--- src/rtl/sfa_pkg.sv ---
// ----------------------------------------------------------------------------
// sfa_pkg
// Shared widths, codes and controller/datapath bundles for the sprite frame
// animator.
// ----------------------------------------------------------------------------
package sfa_pkg;

    // field widths
    localparam int W_COMMAND  = 1;
    localparam int W_DELTA    = 16;
    localparam int W_OFFSET_U = 16;
    localparam int W_OFFSET_V = 18;
    localparam int W_SCALE    = 17;
    localparam int W_FRAME    = 12;
    localparam int W_GRID     = 8;
    localparam int W_PERIOD   = 20;
    localparam int W_ACC      = 21;
    localparam int W_CELL     = 13;

    // configuration port
    localparam int CFG_AW = 3;
    localparam int CFG_DW = 20;

    typedef enum logic [CFG_AW-1:0] {
        CFG_GRID_COLUMNS = 3'd0,
        CFG_GRID_ROWS    = 3'd1,
        CFG_FRAME_TOTAL  = 3'd2,
        CFG_FIRST_FRAME  = 3'd3,
        CFG_LOOP_ENABLE  = 3'd4,
        CFG_FRAME_PERIOD = 3'd5
    } t_cfg_idx;

    localparam logic [W_PERIOD-1:0]   PERIOD_RESET = 20'd150000;
    localparam logic [W_SCALE-1:0]    ONE_Q16      = 17'd65536;
    localparam logic [W_OFFSET_V-1:0] OFFV_MAX     = 18'h3FFFF;

    // shared divider geometry
    localparam int DIV_NW = 29;   // widest dividend: row << 16
    localparam int DIV_DW = 20;   // widest divisor: frame period
    localparam int DIV_CW = 5;    // step count

    // steps per division (dividend width of each job)
    localparam logic [DIV_CW-1:0] STEPS_TIME = 5'd21;
    localparam logic [DIV_CW-1:0] STEPS_WRAP = 5'd21;
    localparam logic [DIV_CW-1:0] STEPS_CELL = 5'd13;
    localparam logic [DIV_CW-1:0] STEPS_SC   = 5'd17;
    localparam logic [DIV_CW-1:0] STEPS_OU   = 5'd24;
    localparam logic [DIV_CW-1:0] STEPS_OV   = 5'd29;

    // division jobs
    typedef enum logic [2:0] {
        SEL_TIME,   // accumulator / frame period
        SEL_WRAP,   // leftover frames modulo frame total
        SEL_CELL,   // cell / columns
        SEL_SU,     // 1.0 / columns
        SEL_SV,     // 1.0 / rows
        SEL_OU,     // column * 1.0 / columns
        SEL_OV      // row * 1.0 / rows
    } t_div_sel;

    // datapath operations
    typedef enum logic [2:0] {
        OP_NONE,
        OP_START,
        OP_ADD,
        OP_FRAME,
        OP_EMIT
    } t_op;

    typedef struct packed {
        t_op      op;
        logic     div_go;
        t_div_sel div_sel;
    } t_cmd;

    typedef struct packed {
        logic is_start;
        logic advance;
        logic enabled;
        logic need_wrap;
        logic div_done;
        logic out_free;
    } t_sts;

endpackage

--- src/rtl/sfa_if.sv ---
// ----------------------------------------------------------------------------
// sfa_if
// Valid/ready channels of the sprite frame animator: tick/start items in,
// UV results out.
// ----------------------------------------------------------------------------
interface sfa_in_if import sfa_pkg::*; ();
    logic                 valid;
    logic                 ready;
    logic [W_COMMAND-1:0] command;
    logic [W_DELTA-1:0]   delta_us;

    modport source (output valid, output command, output delta_us, input ready);
    modport sink   (input valid, input command, input delta_us, output ready);
endinterface

interface sfa_out_if import sfa_pkg::*; ();
    logic                  valid;
    logic                  ready;
    logic [W_OFFSET_U-1:0] offset_u;
    logic [W_OFFSET_V-1:0] offset_v;
    logic [W_SCALE-1:0]    scale_u;
    logic [W_SCALE-1:0]    scale_v;
    logic [W_FRAME-1:0]    frame_now;
    logic                  is_playing;

    modport source (output valid, output offset_u, output offset_v, output scale_u,
                    output scale_v, output frame_now, output is_playing, input ready);
    modport sink   (input valid, input offset_u, input offset_v, input scale_u,
                    input scale_v, input frame_now, input is_playing, output ready);
endinterface

--- src/rtl/sprite_frame_animator_unit.sv ---
// ----------------------------------------------------------------------------
// sprite_frame_animator_unit
// Sprite-sheet frame animation: advances a frame counter from elapsed time
// and returns the UV offset and scale of the current grid cell.
// ----------------------------------------------------------------------------
// Usage:
//   i_in carries one transaction per tick or start command; o_out returns one
//   result transaction for each. Both use valid/ready.
//   Configuration goes through i_cfg_we/i_cfg_addr/i_cfg_data while idle.
// Sequencing:
//   One shared divider produces one quotient bit per cycle and does all the
//   divisions, so the item time is set by its step counts. A disabled grid
//   skips the divider; a start or a non-advancing tick runs the cell, scale
//   and offset divisions; an advancing tick first divides the accumulated
//   time, and adds a wrap division when the frame wraps in a loop.
//   i_in.ready is high only between items, so a new item is taken only after
//   the last one has finished, and rises in the cycle before the result
//   shows up.
// Reset:
//   Synchronous, active low. Frame and accumulator clear, playing sets,
//   configuration takes its reset values and the output register empties.
// Back-pressure:
//   A finished result sits in the output register; the next item is taken
//   meanwhile, and its own result waits until that register is emptied.
// ----------------------------------------------------------------------------
module sprite_frame_animator_unit import sfa_pkg::*; (
    input  logic              i_clk,
    input  logic              i_rst_n,
    sfa_in_if.sink            i_in,
    sfa_out_if.source         o_out,
    input  logic              i_cfg_we,
    input  logic [CFG_AW-1:0] i_cfg_addr,
    input  logic [CFG_DW-1:0] i_cfg_data
);

    t_cmd cmd;
    t_sts sts;
    logic in_ready;
    logic in_accept;

    assign in_accept  = i_in.valid && in_ready;
    assign i_in.ready = in_ready;

    sfa_ctrl u_ctrl (
        .i_clk       (i_clk),
        .i_rst_n     (i_rst_n),
        .i_in_accept (in_accept),
        .i_sts       (sts),
        .o_cmd       (cmd),
        .o_in_ready  (in_ready)
    );

    sfa_dp u_dp (
        .i_clk        (i_clk),
        .i_rst_n      (i_rst_n),
        .i_cmd        (cmd),
        .o_sts        (sts),
        .i_in_accept  (in_accept),
        .i_command    (i_in.command),
        .i_delta_us   (i_in.delta_us),
        .i_cfg_we     (i_cfg_we),
        .i_cfg_addr   (i_cfg_addr),
        .i_cfg_data   (i_cfg_data),
        .i_out_ready  (o_out.ready),
        .o_out_valid  (o_out.valid),
        .o_offset_u   (o_out.offset_u),
        .o_offset_v   (o_out.offset_v),
        .o_scale_u    (o_out.scale_u),
        .o_scale_v    (o_out.scale_v),
        .o_frame_now  (o_out.frame_now),
        .o_is_playing (o_out.is_playing)
    );

endmodule

--- src/rtl/sfa_div.sv ---
// ----------------------------------------------------------------------------
// sfa_div
// Shared restoring divider, one quotient bit per cycle, step count per job.
// ----------------------------------------------------------------------------
module sfa_div import sfa_pkg::*; (
    input  logic              i_clk,
    input  logic              i_rst_n,
    input  logic              i_go,
    input  logic [DIV_NW-1:0] i_dividend,
    input  logic [DIV_DW-1:0] i_divisor,
    input  logic [DIV_CW-1:0] i_steps,
    output logic              o_done,
    output logic [DIV_NW-1:0] o_quot,
    output logic [DIV_DW-1:0] o_rem
);

    logic [DIV_NW-1:0] r_q;
    logic [DIV_DW-1:0] r_r;
    logic [DIV_CW-1:0] r_cnt;
    logic              r_done;

    logic [DIV_DW:0] rem_sh;
    logic [DIV_DW:0] diff;
    logic            fits;

    // trial subtract of the shifted partial remainder
    always_comb begin
        rem_sh = {r_r, r_q[DIV_NW-1]};
        diff   = rem_sh - {1'b0, i_divisor};
        fits   = rem_sh >= {1'b0, i_divisor};
    end

    // step counter and done pulse
    always_ff @(posedge i_clk) begin
        if (!i_rst_n) begin
            r_cnt  <= '0;
            r_done <= 1'b0;
        end else begin
            r_done <= 1'b0;
            if (i_go) begin
                r_cnt <= i_steps;
            end else if (r_cnt != '0) begin
                r_cnt <= r_cnt - 1'b1;
                if (r_cnt == DIV_CW'(1)) begin
                    r_done <= 1'b1;
                end
            end
        end
    end

    // dividend left-aligned, quotient bits shift in from the bottom
    always_ff @(posedge i_clk) begin
        if (i_go) begin
            r_q <= i_dividend << (DIV_CW'(DIV_NW) - i_steps);
            r_r <= '0;
        end else if (r_cnt != '0) begin
            r_q <= {r_q[DIV_NW-2:0], fits};
            r_r <= fits ? diff[DIV_DW-1:0] : rem_sh[DIV_DW-1:0];
        end
    end

    assign o_done = r_done;
    assign o_quot = r_q;
    assign o_rem  = r_r;

endmodule

--- src/rtl/sfa_dp.sv ---
// ----------------------------------------------------------------------------
// sfa_dp
// Datapath: configuration registers, animation state, division operands and
// results, output register.
// ----------------------------------------------------------------------------
module sfa_dp import sfa_pkg::*; (
    input  logic                  i_clk,
    input  logic                  i_rst_n,
    input  t_cmd                  i_cmd,
    output t_sts                  o_sts,
    input  logic                  i_in_accept,
    input  logic [W_COMMAND-1:0]  i_command,
    input  logic [W_DELTA-1:0]    i_delta_us,
    input  logic                  i_cfg_we,
    input  logic [CFG_AW-1:0]     i_cfg_addr,
    input  logic [CFG_DW-1:0]     i_cfg_data,
    input  logic                  i_out_ready,
    output logic                  o_out_valid,
    output logic [W_OFFSET_U-1:0] o_offset_u,
    output logic [W_OFFSET_V-1:0] o_offset_v,
    output logic [W_SCALE-1:0]    o_scale_u,
    output logic [W_SCALE-1:0]    o_scale_v,
    output logic [W_FRAME-1:0]    o_frame_now,
    output logic                  o_is_playing
);

    // configuration
    logic [W_GRID-1:0]   r_cols;
    logic [W_GRID-1:0]   r_rows;
    logic [W_FRAME-1:0]  r_total;
    logic [W_FRAME-1:0]  r_first;
    logic                r_loop;
    logic [W_PERIOD-1:0] r_period;

    // captured item
    logic [W_COMMAND-1:0] r_command;
    logic [W_DELTA-1:0]   r_delta;

    // animation state
    logic [W_ACC-1:0]   r_acc;
    logic [W_FRAME-1:0] r_frame;
    logic               r_playing;

    // intermediate results
    logic [W_ACC-1:0]      r_n;
    logic [W_ACC-1:0]      r_m;
    logic [W_GRID-1:0]     r_col;
    logic [W_CELL-1:0]     r_row;
    logic [W_SCALE-1:0]    r_su;
    logic [W_SCALE-1:0]    r_sv;
    logic [W_OFFSET_U-1:0] r_ou;
    logic [W_OFFSET_V-1:0] r_ov;

    // output register
    logic                  r_out_valid;
    logic [W_OFFSET_U-1:0] r_o_ou;
    logic [W_OFFSET_V-1:0] r_o_ov;
    logic [W_SCALE-1:0]    r_o_su;
    logic [W_SCALE-1:0]    r_o_sv;
    logic [W_FRAME-1:0]    r_o_frame;
    logic                  r_o_playing;

    logic                  enabled;
    logic [W_CELL-1:0]     cell_num;
    logic [W_ACC:0]        sum_fn;
    logic                  below;
    logic [W_FRAME-1:0]    k_wrap;
    logic [W_ACC-1:0]      m_next;
    logic [DIV_NW-1:0]     div_dividend;
    logic [DIV_DW-1:0]     div_divisor;
    logic [DIV_CW-1:0]     div_steps;
    logic                  div_done;
    logic [DIV_NW-1:0]     div_quot;
    logic [DIV_DW-1:0]     div_rem;

    // configuration writes
    always_ff @(posedge i_clk) begin
        if (!i_rst_n) begin
            r_cols   <= '0;
            r_rows   <= '0;
            r_total  <= '0;
            r_first  <= '0;
            r_loop   <= 1'b1;
            r_period <= PERIOD_RESET;
        end else if (i_cfg_we) begin
            unique case (t_cfg_idx'(i_cfg_addr))
                CFG_GRID_COLUMNS: r_cols   <= i_cfg_data[W_GRID-1:0];
                CFG_GRID_ROWS:    r_rows   <= i_cfg_data[W_GRID-1:0];
                CFG_FRAME_TOTAL:  r_total  <= i_cfg_data[W_FRAME-1:0];
                CFG_FIRST_FRAME:  r_first  <= i_cfg_data[W_FRAME-1:0];
                CFG_LOOP_ENABLE:  r_loop   <= i_cfg_data[0];
                CFG_FRAME_PERIOD: r_period <= i_cfg_data[W_PERIOD-1:0];
                default: ;
            endcase
        end
    end

    // item capture
    always_ff @(posedge i_clk) begin
        if (i_in_accept) begin
            r_command <= i_command;
            r_delta   <= i_delta_us;
        end
    end

    // frame advance arithmetic
    always_comb begin
        enabled  = (r_cols != '0) && (r_rows != '0) && (r_total != '0);
        cell_num = W_CELL'(r_first) + W_CELL'(r_frame);
        sum_fn   = (W_ACC+1)'(r_frame) + (W_ACC+1)'(r_n);
        below    = sum_fn < (W_ACC+1)'(r_total);
        k_wrap   = (r_frame < r_total) ? (r_total - r_frame) : W_FRAME'(1);
        m_next   = r_n - W_ACC'(k_wrap);
    end

    // divider operands for the running job
    always_comb begin
        div_dividend = '0;
        div_divisor  = DIV_DW'(r_cols);
        div_steps    = STEPS_CELL;
        case (i_cmd.div_sel) inside
            SEL_TIME: begin
                div_dividend = DIV_NW'(r_acc);
                div_divisor  = r_period;
                div_steps    = STEPS_TIME;
            end
            SEL_WRAP: begin
                div_dividend = DIV_NW'(r_m);
                div_divisor  = DIV_DW'(r_total);
                div_steps    = STEPS_WRAP;
            end
            SEL_CELL: begin
                div_dividend = DIV_NW'(cell_num);
                div_divisor  = DIV_DW'(r_cols);
                div_steps    = STEPS_CELL;
            end
            SEL_SU, SEL_SV: begin
                div_dividend = DIV_NW'(ONE_Q16);
                div_divisor  = (i_cmd.div_sel == SEL_SU) ? DIV_DW'(r_cols) : DIV_DW'(r_rows);
                div_steps    = STEPS_SC;
            end
            SEL_OU: begin
                div_dividend = DIV_NW'({r_col, 16'h0000});
                div_divisor  = DIV_DW'(r_cols);
                div_steps    = STEPS_OU;
            end
            SEL_OV: begin
                div_dividend = {r_row, 16'h0000};
                div_divisor  = DIV_DW'(r_rows);
                div_steps    = STEPS_OV;
            end
            default: ;
        endcase
    end

    sfa_div u_div (
        .i_clk      (i_clk),
        .i_rst_n    (i_rst_n),
        .i_go       (i_cmd.div_go),
        .i_dividend (div_dividend),
        .i_divisor  (div_divisor),
        .i_steps    (div_steps),
        .o_done     (div_done),
        .o_quot     (div_quot),
        .o_rem      (div_rem)
    );

    // animation state
    always_ff @(posedge i_clk) begin
        if (!i_rst_n) begin
            r_acc     <= '0;
            r_frame   <= '0;
            r_playing <= 1'b1;
        end else begin
            if (i_cmd.op == OP_START) begin
                r_acc     <= '0;
                r_frame   <= '0;
                r_playing <= 1'b1;
            end else if (i_cmd.op == OP_ADD) begin
                r_acc <= r_acc + W_ACC'(r_delta);
            end else if (i_cmd.op == OP_FRAME && r_n != '0) begin
                // no wrap, wrap handled by the divider, or stop on the last frame
                if (below) begin
                    r_frame <= sum_fn[W_FRAME-1:0];
                end else if (!r_loop) begin
                    r_frame   <= r_total - W_FRAME'(1);
                    r_playing <= 1'b0;
                end
            end
            if (div_done && i_cmd.div_sel == SEL_TIME) begin
                r_acc <= W_ACC'(div_rem);
            end
            if (div_done && i_cmd.div_sel == SEL_WRAP) begin
                r_frame <= div_rem[W_FRAME-1:0];
            end
        end
    end

    // division results
    always_ff @(posedge i_clk) begin
        if (i_cmd.op == OP_FRAME) begin
            r_m <= m_next;
        end
        if (div_done) begin
            case (i_cmd.div_sel)
                SEL_TIME: r_n <= div_quot[W_ACC-1:0];
                SEL_CELL: begin
                    r_col <= div_rem[W_GRID-1:0];
                    r_row <= div_quot[W_CELL-1:0];
                end
                SEL_SU:   r_su <= div_quot[W_SCALE-1:0];
                SEL_SV:   r_sv <= div_quot[W_SCALE-1:0];
                SEL_OU:   r_ou <= div_quot[W_OFFSET_U-1:0];
                SEL_OV:   r_ov <= (div_quot[DIV_NW-1:W_OFFSET_V] != '0) ? OFFV_MAX
                                  : div_quot[W_OFFSET_V-1:0];
                default: ;
            endcase
        end
    end

    // output register, refilled once the previous transaction is taken
    always_ff @(posedge i_clk) begin
        if (!i_rst_n) begin
            r_out_valid <= 1'b0;
        end else if (i_cmd.op == OP_EMIT) begin
            r_out_valid <= 1'b1;
        end else if (i_out_ready) begin
            r_out_valid <= 1'b0;
        end
    end

    always_ff @(posedge i_clk) begin
        if (i_cmd.op == OP_EMIT) begin
            r_o_ou      <= enabled ? r_ou : '0;
            r_o_ov      <= enabled ? r_ov : '0;
            r_o_su      <= enabled ? r_su : ONE_Q16;
            r_o_sv      <= enabled ? r_sv : ONE_Q16;
            r_o_frame   <= r_frame;
            r_o_playing <= r_playing;
        end
    end

    // status to the controller
    always_comb begin
        o_sts.is_start  = r_command[0];
        o_sts.advance   = enabled && r_playing && (r_period != '0) && (r_delta != '0);
        o_sts.enabled   = enabled;
        o_sts.need_wrap = r_loop && (r_n != '0) && !below;
        o_sts.div_done  = div_done;
        o_sts.out_free  = !r_out_valid || i_out_ready;
    end

    assign o_out_valid  = r_out_valid;
    assign o_offset_u   = r_o_ou;
    assign o_offset_v   = r_o_ov;
    assign o_scale_u    = r_o_su;
    assign o_scale_v    = r_o_sv;
    assign o_frame_now  = r_o_frame;
    assign o_is_playing = r_o_playing;

endmodule

--- src/rtl/sfa_ctrl.sv ---
// ----------------------------------------------------------------------------
// sfa_ctrl
// Controller: sequences state update, divider jobs and result hand-off.
// ----------------------------------------------------------------------------
module sfa_ctrl import sfa_pkg::*; (
    input  logic i_clk,
    input  logic i_rst_n,
    input  logic i_in_accept,
    input  t_sts i_sts,
    output t_cmd o_cmd,
    output logic o_in_ready
);

    typedef enum logic [3:0] {
        S_IDLE,
        S_SETUP,
        S_START,
        S_ADD,
        S_TIME,
        S_FRAME,
        S_WRAP,
        S_CELL,
        S_SU,
        S_SV,
        S_OU,
        S_OV,
        S_EMIT
    } t_state;

    t_state r_state;
    t_cmd   r_cmd;
    logic   r_ready;

    // state, command and ready, all registered
    always_ff @(posedge i_clk) begin
        if (!i_rst_n) begin
            r_state         <= S_IDLE;
            r_ready         <= 1'b1;
            r_cmd.op        <= OP_NONE;
            r_cmd.div_go    <= 1'b0;
            r_cmd.div_sel   <= SEL_TIME;
        end else begin
            r_cmd.op     <= OP_NONE;
            r_cmd.div_go <= 1'b0;
            unique case (r_state)
                S_IDLE: begin
                    if (i_in_accept) begin
                        r_ready <= 1'b0;
                        r_state <= S_SETUP;
                    end
                end
                S_SETUP: begin
                    if (i_sts.is_start) begin
                        r_cmd.op <= OP_START;
                        r_state  <= S_START;
                    end else if (i_sts.advance) begin
                        r_cmd.op <= OP_ADD;
                        r_state  <= S_ADD;
                    end else if (i_sts.enabled) begin
                        r_cmd.div_go  <= 1'b1;
                        r_cmd.div_sel <= SEL_CELL;
                        r_state       <= S_CELL;
                    end else begin
                        r_state <= S_EMIT;
                    end
                end
                S_START: begin
                    if (i_sts.enabled) begin
                        r_cmd.div_go  <= 1'b1;
                        r_cmd.div_sel <= SEL_CELL;
                        r_state       <= S_CELL;
                    end else begin
                        r_state <= S_EMIT;
                    end
                end
                S_ADD: begin
                    r_cmd.div_go  <= 1'b1;
                    r_cmd.div_sel <= SEL_TIME;
                    r_state       <= S_TIME;
                end
                S_TIME: begin
                    if (i_sts.div_done) begin
                        r_cmd.op <= OP_FRAME;
                        r_state  <= S_FRAME;
                    end
                end
                S_FRAME: begin
                    r_cmd.div_go <= 1'b1;
                    if (i_sts.need_wrap) begin
                        r_cmd.div_sel <= SEL_WRAP;
                        r_state       <= S_WRAP;
                    end else begin
                        r_cmd.div_sel <= SEL_CELL;
                        r_state       <= S_CELL;
                    end
                end
                S_WRAP: begin
                    if (i_sts.div_done) begin
                        r_cmd.div_go  <= 1'b1;
                        r_cmd.div_sel <= SEL_CELL;
                        r_state       <= S_CELL;
                    end
                end
                S_CELL: begin
                    if (i_sts.div_done) begin
                        r_cmd.div_go  <= 1'b1;
                        r_cmd.div_sel <= SEL_SU;
                        r_state       <= S_SU;
                    end
                end
                S_SU: begin
                    if (i_sts.div_done) begin
                        r_cmd.div_go  <= 1'b1;
                        r_cmd.div_sel <= SEL_SV;
                        r_state       <= S_SV;
                    end
                end
                S_SV: begin
                    if (i_sts.div_done) begin
                        r_cmd.div_go  <= 1'b1;
                        r_cmd.div_sel <= SEL_OU;
                        r_state       <= S_OU;
                    end
                end
                S_OU: begin
                    if (i_sts.div_done) begin
                        r_cmd.div_go  <= 1'b1;
                        r_cmd.div_sel <= SEL_OV;
                        r_state       <= S_OV;
                    end
                end
                S_OV: begin
                    if (i_sts.div_done) begin
                        r_state <= S_EMIT;
                    end
                end
                S_EMIT: begin
                    if (i_sts.out_free) begin
                        r_cmd.op <= OP_EMIT;
                        r_ready  <= 1'b1;
                        r_state  <= S_IDLE;
                    end
                end
                default: begin
                    r_state <= S_IDLE;
                    r_ready <= 1'b1;
                end
            endcase
        end
    end

    assign o_cmd      = r_cmd;
    assign o_in_ready = r_ready;

endmodule

--- src/flat_wrapper.sv ---
// flat-port wrapper written by rule: the top's interface ports become plain ports
module sprite_frame_animator_unit_flat import sfa_pkg::*;
  (i_clk, i_rst_n, i_cfg_we, i_cfg_addr, i_cfg_data, i_in_valid, i_in_command, i_in_delta_us, i_in_ready, o_out_valid, o_out_offset_u, o_out_offset_v, o_out_scale_u, o_out_scale_v, o_out_frame_now, o_out_is_playing, o_out_ready);
  sfa_in_if i_in_i ();
  sfa_out_if o_out_i ();
  input  logic i_clk;
  input  logic i_rst_n;
  input  logic i_cfg_we;
  input  logic [CFG_AW-1:0] i_cfg_addr;
  input  logic [CFG_DW-1:0] i_cfg_data;
  input wire logic [$bits(i_in_i.valid)-1:0] i_in_valid;
  input wire logic [$bits(i_in_i.command)-1:0] i_in_command;
  input wire logic [$bits(i_in_i.delta_us)-1:0] i_in_delta_us;
  output wire logic [$bits(i_in_i.ready)-1:0] i_in_ready;
  output wire logic [$bits(o_out_i.valid)-1:0] o_out_valid;
  output wire logic [$bits(o_out_i.offset_u)-1:0] o_out_offset_u;
  output wire logic [$bits(o_out_i.offset_v)-1:0] o_out_offset_v;
  output wire logic [$bits(o_out_i.scale_u)-1:0] o_out_scale_u;
  output wire logic [$bits(o_out_i.scale_v)-1:0] o_out_scale_v;
  output wire logic [$bits(o_out_i.frame_now)-1:0] o_out_frame_now;
  output wire logic [$bits(o_out_i.is_playing)-1:0] o_out_is_playing;
  input wire logic [$bits(o_out_i.ready)-1:0] o_out_ready;
  assign i_in_i.valid = i_in_valid;
  assign i_in_i.command = i_in_command;
  assign i_in_i.delta_us = i_in_delta_us;
  assign i_in_ready = i_in_i.ready;
  assign o_out_valid = o_out_i.valid;
  assign o_out_offset_u = o_out_i.offset_u;
  assign o_out_offset_v = o_out_i.offset_v;
  assign o_out_scale_u = o_out_i.scale_u;
  assign o_out_scale_v = o_out_i.scale_v;
  assign o_out_frame_now = o_out_i.frame_now;
  assign o_out_is_playing = o_out_i.is_playing;
  assign o_out_i.ready = o_out_ready;
  sprite_frame_animator_unit u_core (.i_clk(i_clk), .i_rst_n(i_rst_n), .i_in(i_in_i), .o_out(o_out_i), .i_cfg_we(i_cfg_we), .i_cfg_addr(i_cfg_addr), .i_cfg_data(i_cfg_data));
endmodule
--- config.mk ---
export PLATFORM = sky130hd
export DESIGN_NAME = sprite_frame_animator_unit_flat
export DESIGN_NICKNAME = d
export VERILOG_FILES = /design/src/rtl/sfa_pkg.sv /design/src/rtl/sfa_if.sv /design/src/rtl/sprite_frame_animator_unit.sv /design/src/rtl/sfa_div.sv /design/src/rtl/sfa_dp.sv /design/src/rtl/sfa_ctrl.sv /design/src/flat_wrapper.sv
export SDC_FILE = /design/constraint.sdc
export NUM_CORES = 1
export LEC_CHECK = 0
export BUFFER_PORTS_ARGS = -buffer_cell sky130_fd_sc_hd__clkbuf_2
export CORE_UTILIZATION = 55
export CTS_CLUSTER_DIAMETER = 40
export DETAILED_ROUTE_END_ITERATION = 10
export PLACE_DENSITY_LB_ADDON = 0.08
export SLEW_MARGIN = 20
export SYNTH_ARGS = -nofsm -noshare
export SYNTH_HDL_FRONTEND = slang
export SYNTH_SLANG_ARGS = --single-unit
--- constraint.sdc ---
create_clock -name i_clk -period 14.2 [get_ports i_clk]
set_input_delay 2.84 -clock i_clk [delete_from_list [all_inputs] [get_ports i_clk]]
set_output_delay 2.84 -clock i_clk [all_outputs]
set_load 0.02 [all_outputs]
After elaboration in Yosys (flattened, before gate mapping)

Index checks and enable logic that the tools add are counted.

Flip-flop bits (word level): 392
Input port bits: 45
Output and inout bits: 83

Add/subtract/negate cells: 9
$lt $le $gt $ge: 3
Eq/ne operators: 41
Shift operators: 1
Multiplexer cells: 69
Bitwise gates (word level): 6
Reductions and logical operators: 52

Operators with widths:

| kind                                                 | number |
|---|---|
| 2-to-1 mux 29 bit                                    | 8 |
| 2-to-1 mux 20 bit                                    | 5 |
| 2-to-1 mux 12 bit                                    | 8 |
| 2-to-1 mux 4 bit                                     | 20 |
| one-hot mux 4 bit (13 select lines)                  | 1 |
| 2-to-1 mux 5 bit                                     | 8 |
| 2-to-1 mux 8 bit                                     | 5 |
| one-hot mux 4 bit (9 select lines)                   | 1 |
| left shift 29 x 5 -> 29 bit                          | 1 |
| AND reduction 2 bit                                  | 12 |
| adder 12 x 21 -> 22 bit                              | 1 |
| < comparator 22 x 12 -> 1 bit                        | 1 |
| adder 21 x 16 -> 21 bit                              | 1 |
| >= comparator 21 x 20 -> 1 bit                       | 1 |
| nonzero test 21 bit                                  | 1 |
| subtractor 21 x 12 -> 21 bit                         | 1 |
| equality test 4 bit (second input constant)          | 5 |
| nonzero test 20 bit                                  | 1 |
| subtractor 20 bit                                    | 1 |
| equality test 3 x 2 -> 1 bit (second input constant) | 6 |
| equality test 3 bit (second input constant)          | 6 |
| != test 2 bit (second input constant)                | 9 |
| equality test 4 x 3 -> 1 bit (second input constant) | 4 |
| nonzero test 16 bit                                  | 1 |
| other kinds (38)                                     | 73 |

Longest topological paths before layout

Word-level depth: 10
Depth in mapped cells: 25
Gate-level depth less buffers: 24

By module

From an unflattened synthesis, not the netlist that was laid out.

Cell total of the unflattened synthesis: 2212
Area total of the unflattened synthesis: 22389.0 sq um

Modules (own cells, without submodules):

| module                     | times used | cells each | area each (sq um) |
|---|---|---|---|
| sfa_dp                     | 1          | 1523       | 16389.5 |
| sfa_div                    | 1          | 584        | 5139.9 |
| sfa_ctrl                   | 1          | 104        | 853.3 |
| sprite_frame_animator_unit | 1          | 1          | 6.3 |

Worst setup path after synthesis

OpenSTA, ideal clock, no wires.

Path type: reg-to-reg
From: register u_core.u_ctrl.r_cmd (netlist bit u_core.u_ctrl.o_cmd[6])
To: register u_core.u_dp.r_o_frame[0] (netlist: u_core.u_dp.o_frame_now[0]), enable pin
Setup time: 639 ps
Arrival: 6343 ps
Data required time: 13561 ps
Setup slack: 7218 ps
Cell stages (with the launch flop): 2
Path buffers: 0
Period minus slack after synthesis: 6982 ps
Cells stage by stage: dfxtp_1 -> nor3b_1

Word-level cells in the longest chain between the ends: 1

RTL lines:

| element              | line           | text |
|---|---|---|
| start, declared      | sfa_ctrl.sv:31 | `t_cmd r_cmd;` |
| equality test 3 bit  | sfa_dp.sv:233  | `if (i_cmd.op == OP_EMIT) begin` |
| end signal, assigned | sfa_dp.sv:238  | `r_o_frame <= r_frame;` |
| end, declared        | sfa_dp.sv:60   | `logic [W_FRAME-1:0] r_o_frame;` |

Every way passes these cells.
A chain may end at the register's enable or synchronous reset.

Final worst setup path

From: register u_core.u_dp.r_total[0]
To: register u_core.u_dp.r_m[19], data pin

Word-level cells in the longest chain between the ends: 3
Elaborated cells between the ends (all ways): 4
Classes of those cells: add/sub (2); order compare (1); mux (1)

RTL lines:

| element                                                         | line          | text |
|---|---|---|
| start, declared                                                 | sfa_dp.sv:30  | `logic [W_FRAME-1:0] r_total;` |
| start signal, assigned                                          | sfa_dp.sv:89  | `CFG_FRAME_TOTAL: r_total <= i_cfg_data[W_FRAME-1:0];` |
| subtractor 12 bit / < comparator 12 bit (equally long branches) | sfa_dp.sv:112 | `k_wrap = (r_frame < r_total) ? (r_total - r_frame) : W_FRAME'(1);` |
| 2-to-1 mux 12 bit *                                             | sfa_dp.sv:112 |  |
| subtractor 21 x 12 -> 21 bit *                                  | sfa_dp.sv:113 | `m_next = r_n - W_ACC'(k_wrap);` |
| via u_core.u_dp.m_next[19]                                      | sfa_dp.sv:68  | `logic [W_ACC-1:0] m_next;` |
| end signal, assigned                                            | sfa_dp.sv:202 | `r_m <= m_next;` |
| end, declared                                                   | sfa_dp.sv:46  | `logic [W_ACC-1:0] r_m;` |

Mark *: on every way through the listed nets, which the timed path passes. The rest lies on a longest branch.

==> results.tsv <==
metric	value	unit
Worst EP arrival	5.83	ns
Worst path slowest cell	fa_1	
initial antenna violation count	0	
wire per inst	22.2	um
Fmax	182	MHz
hold buffers post-CTS	0	
# Max-Cap Violations	0	
unrepaired setup endpoints after global routing	no	
most frequent cells after synthesis	edfxtp_1 (258), nand2_1 (245), dfxtp_1 (134)	
fillers	2971	
row count	70	
Non-Filler Instances	2631	
Switching Fraction	0.359	
Yosys cell types	80	
main flop type after synthesis	edfxtp_1	
CP Launch Type	flip-flop	
post-layout min period	5.50	ns
Placer Congestion	0.945	
input/output buffers	127	
n_diodes	0	
CP Data Required Time	14.53	ns
postcts setup bufs	0	
Fin. Hold Viols	0	
vias per inst	6.09	
Synth Register Bits	392	
Syn Nets	2168	
crit path max fanout	13	
placed inst area	21600	um^2
area share of the largest cell type after synthesis	0.377	
Root Buffer Master	clkbuf_16	
top post-synthesis cells by area	edfxtp_1 (38%), dfxtp_1 (13%), ha_1 (6.3%)	
Internal	0.00270	W
Post-synth EDFFs	258	
number of DRC markers in iteration 0	1453	
Slew Limit Fails	0	
Setup-failing EPs final	0	
Core Box Area	36700	um^2
die area	38200	um^2
nets	2276	
Mean Syn Cell Area	10.2	um^2
Worst-path clk slew	0.06	ns
most frequent cell after synthesis	edfxtp_1	
Syn. warnings	0	
Comb pwr share	0.289	
# IOs	128	
Post-CTS Resized	0	
Sink Count	392	
Least-Margin Pin Slew	1.05	ns
Leak	8.78	nW
CP Capture Type	flip-flop	
Final Cell Area	23300	um^2
power per cell area	181	nW/um^2
die height	195	um
clock latency on the worst-skew pair	0.61	ns
Post-Route WL	58.3	mm
CP bufs+invs	2	
Syn Std Cell Area	20600	um^2
DR vias	16000	
Final Core Density	0.635	
Post-Synthesis Cells	2014	
P&R area growth vs syn	13.2	%
register share of total power	0.403	
ANT nets after route	0	
Clock Skew	0.0203	ns
clk buf depth	3	
crit-path cells	inv_1, ha_1, inv_1, fa_1, a21o_1, a21oi_1, o21ai_0, a21oi_1, o21bai_1, a21oi_1, o21ai_0, o31a_1, nand2_1, ha_1, nor2b_1, o21ai_0, a21boi_1, o21ai_0, a21oi_1, and4_1, o41a_1, nor4_1, xor2_1	
sw power	0.00151	W
final HPWL from detailed placement	42.3	mm
Chip Width	195	um
H-tree depth	2	
Async SR Flop Fraction	0	
max incr delay on CP	0.46	ns
Initial Util	0.561	
Yosys top cell by area	edfxtp_1	
Period Utilization, post-route	0.387	
fraction of layout cells with a size suffix above 1	0.132	
CTS buffer count	53	
IR drop worst, VDD	0.151	mV
placed insts	2535	
GRT Total Usage	0.308	
largest net degree at the start of global routing	77	
slew margin rel.	0.296	
Remaining DRCs	0	
first-pass GRT wire length	89.2	mm
family with the most delay on the worst path	compound AO/OA/AOI/OAI gates	
status	completed	
grt total ovfl	0	
Detailed Routing Iterations Pass 1	6	
CTS tree	done	
register area share after synthesis	0.507	
Clk pwr share	0.308	
HP Class	reg -> reg	
vias in the first global route	15400	
setup TNS	0	ns
Crit Path Category	reg -> reg	
-- cells by family (layout without fill, tap and decap cells) --
kind of cell	count (synthesis)	in the layout	share of synthesized area
AND/OR/NAND/NOR	712	712	0.170
AO/OA/AOI/OAI	471	471	0.152
flip-flops	392	392	0.507
buffers and inverters	182	331	0.0346
adder cells (fa/ha/maj)	109	109	0.0685
XOR/XNOR	84	84	0.0358
multiplexers	64	64	0.0322
-- flip-flops by register name (all words and copies together) (netlist names), 12 cells and up --
register,cells
u_core.u_dp.o_frame_now,12
u_core.u_dp.o_offset_u,16
u_core.u_dp.o_offset_v,18
u_core.u_dp.o_scale_u,17
u_core.u_dp.o_scale_v,17
u_core.u_dp.r_acc,21
u_core.u_dp.r_delta,16
u_core.u_dp.r_first,12
u_core.u_dp.r_frame,12
u_core.u_dp.r_m,21
u_core.u_dp.r_n,21
u_core.u_dp.r_ou,16
u_core.u_dp.r_ov,18
u_core.u_dp.r_period,20
u_core.u_dp.r_row,13
u_core.u_dp.r_su,17
u_core.u_dp.r_sv,17
u_core.u_dp.r_total,12
u_core.u_dp.u_div.o_quot,29
u_core.u_dp.u_div.o_rem,20
-- area by class of cell --
cell class	instances	area (um^2)	area share
well taps	468	586	0.0251
repair buffers	147	786	0.0337
inverters	88	330	0.0142
multi-input cells	1440	9440	0.405
flip-flops and latches	392	10400	0.448
clock buffers	64	1370	0.0587
clock inverters	32	350	0.0150
-- worst reg2reg max path, cell delays in order (launching register included) --
cell	delay, ns
dfxtp_1	0.38
inv_1	0.14
ha_1	0.18
inv_1	0.06
fa_1	0.46
a21o_1	0.20
a21oi_1	0.22
o21ai_0	0.12
a21oi_1	0.24
o21bai_1	0.09
a21oi_1	0.31
o21ai_0	0.14
o31a_1	0.29
nand2_1	0.15
ha_1	0.24
nor2b_1	0.14
o21ai_0	0.24
a21boi_1	0.13
o21ai_0	0.21
a21oi_1	0.15
and4_1	0.26
o41a_1	0.45
nor4_1	0.32
xor2_1	0.13
-- stage by stage --
step	power [W]	setup slack, ns	hold WS, ns
3_3_place_gp	0.00289	8.95	0.454
2_1_floorplan	0.00250	7.22	0.430
5_1_grt	0.00442	8.34	0.493
4_1_cts	0.00421	8.79	0.473
6_report	0.00421	8.70	0.473
3_5_place_dp	0.00291	8.83	0.465
-- path summary, 6_finish.rpt --
| kind | startpoint | end | slack, ns | depth (start not counted) |
|---|---|---|---|---|
| worst min-delay path | u_core.u_dp.r_first[7]$_SDFFE_PN0P_ | u_core.u_dp.r_first[7]$_SDFFE_PN0P_ | 0.47 | 2 |
| worst min register to register | u_core.u_dp.r_first[7]$_SDFFE_PN0P_ | u_core.u_dp.r_first[7]$_SDFFE_PN0P_ | 0.47 | 2 |
| worst max-delay path | u_core.u_dp.r_total[0]$_SDFFE_PN0P_ | u_core.u_dp.r_m[19]$_DFFE_PN_ | 8.70 | 23 |
| worst max register to register | u_core.u_dp.r_total[0]$_SDFFE_PN0P_ | u_core.u_dp.r_m[19]$_DFFE_PN_ | 8.70 | 23 |
-- per-layer routing --
layer | vias to the layer above | routed length, um | global-route usage
met5 | - | 0 | 0
met4 | 0 | 1500 | 0.0913
met3 | 105 | 4630 | 0.0516
met2 | 638 | 27000 | 0.494
met1 | 7727 | 25100 | 0.428
li1 | 7557 | - | -
-- power groups by stage --
stage / Sequential (W) / Clock (W) / Combinational [W]
final: 0.00170 / 0.00130 / 0.00122
after global routing: 0.00171 / 0.00136 / 0.00135
after CTS: 0.00169 / 0.00131 / 0.00120
after detailed placement: 0.00171 / 0 / 0.00119
after global placement: 0.00171 / 0 / 0.00117
after floorplan: 0.00156 / 0 / 0.000948
-- placed cells by master, fill, tap and decap left out, types with 30 or more instances in the layout --
master,instances
inv_1,88
nand3_1,49
and2_1,80
nor2_1,125
ha_1,103
dfxtp_1,132
a31oi_1,35
o21ai_0,87
clkbuf_16,53
a21oi_1,103
a21boi_0,51
nor2b_1,34
xnor2_1,54
mux2i_1,47
xor2_1,30
edfxtp_1,258
nand2_1,245
nor3_1,38
clkbuf_2,126
No activity file was read; power rests on OpenSTA's default activity.
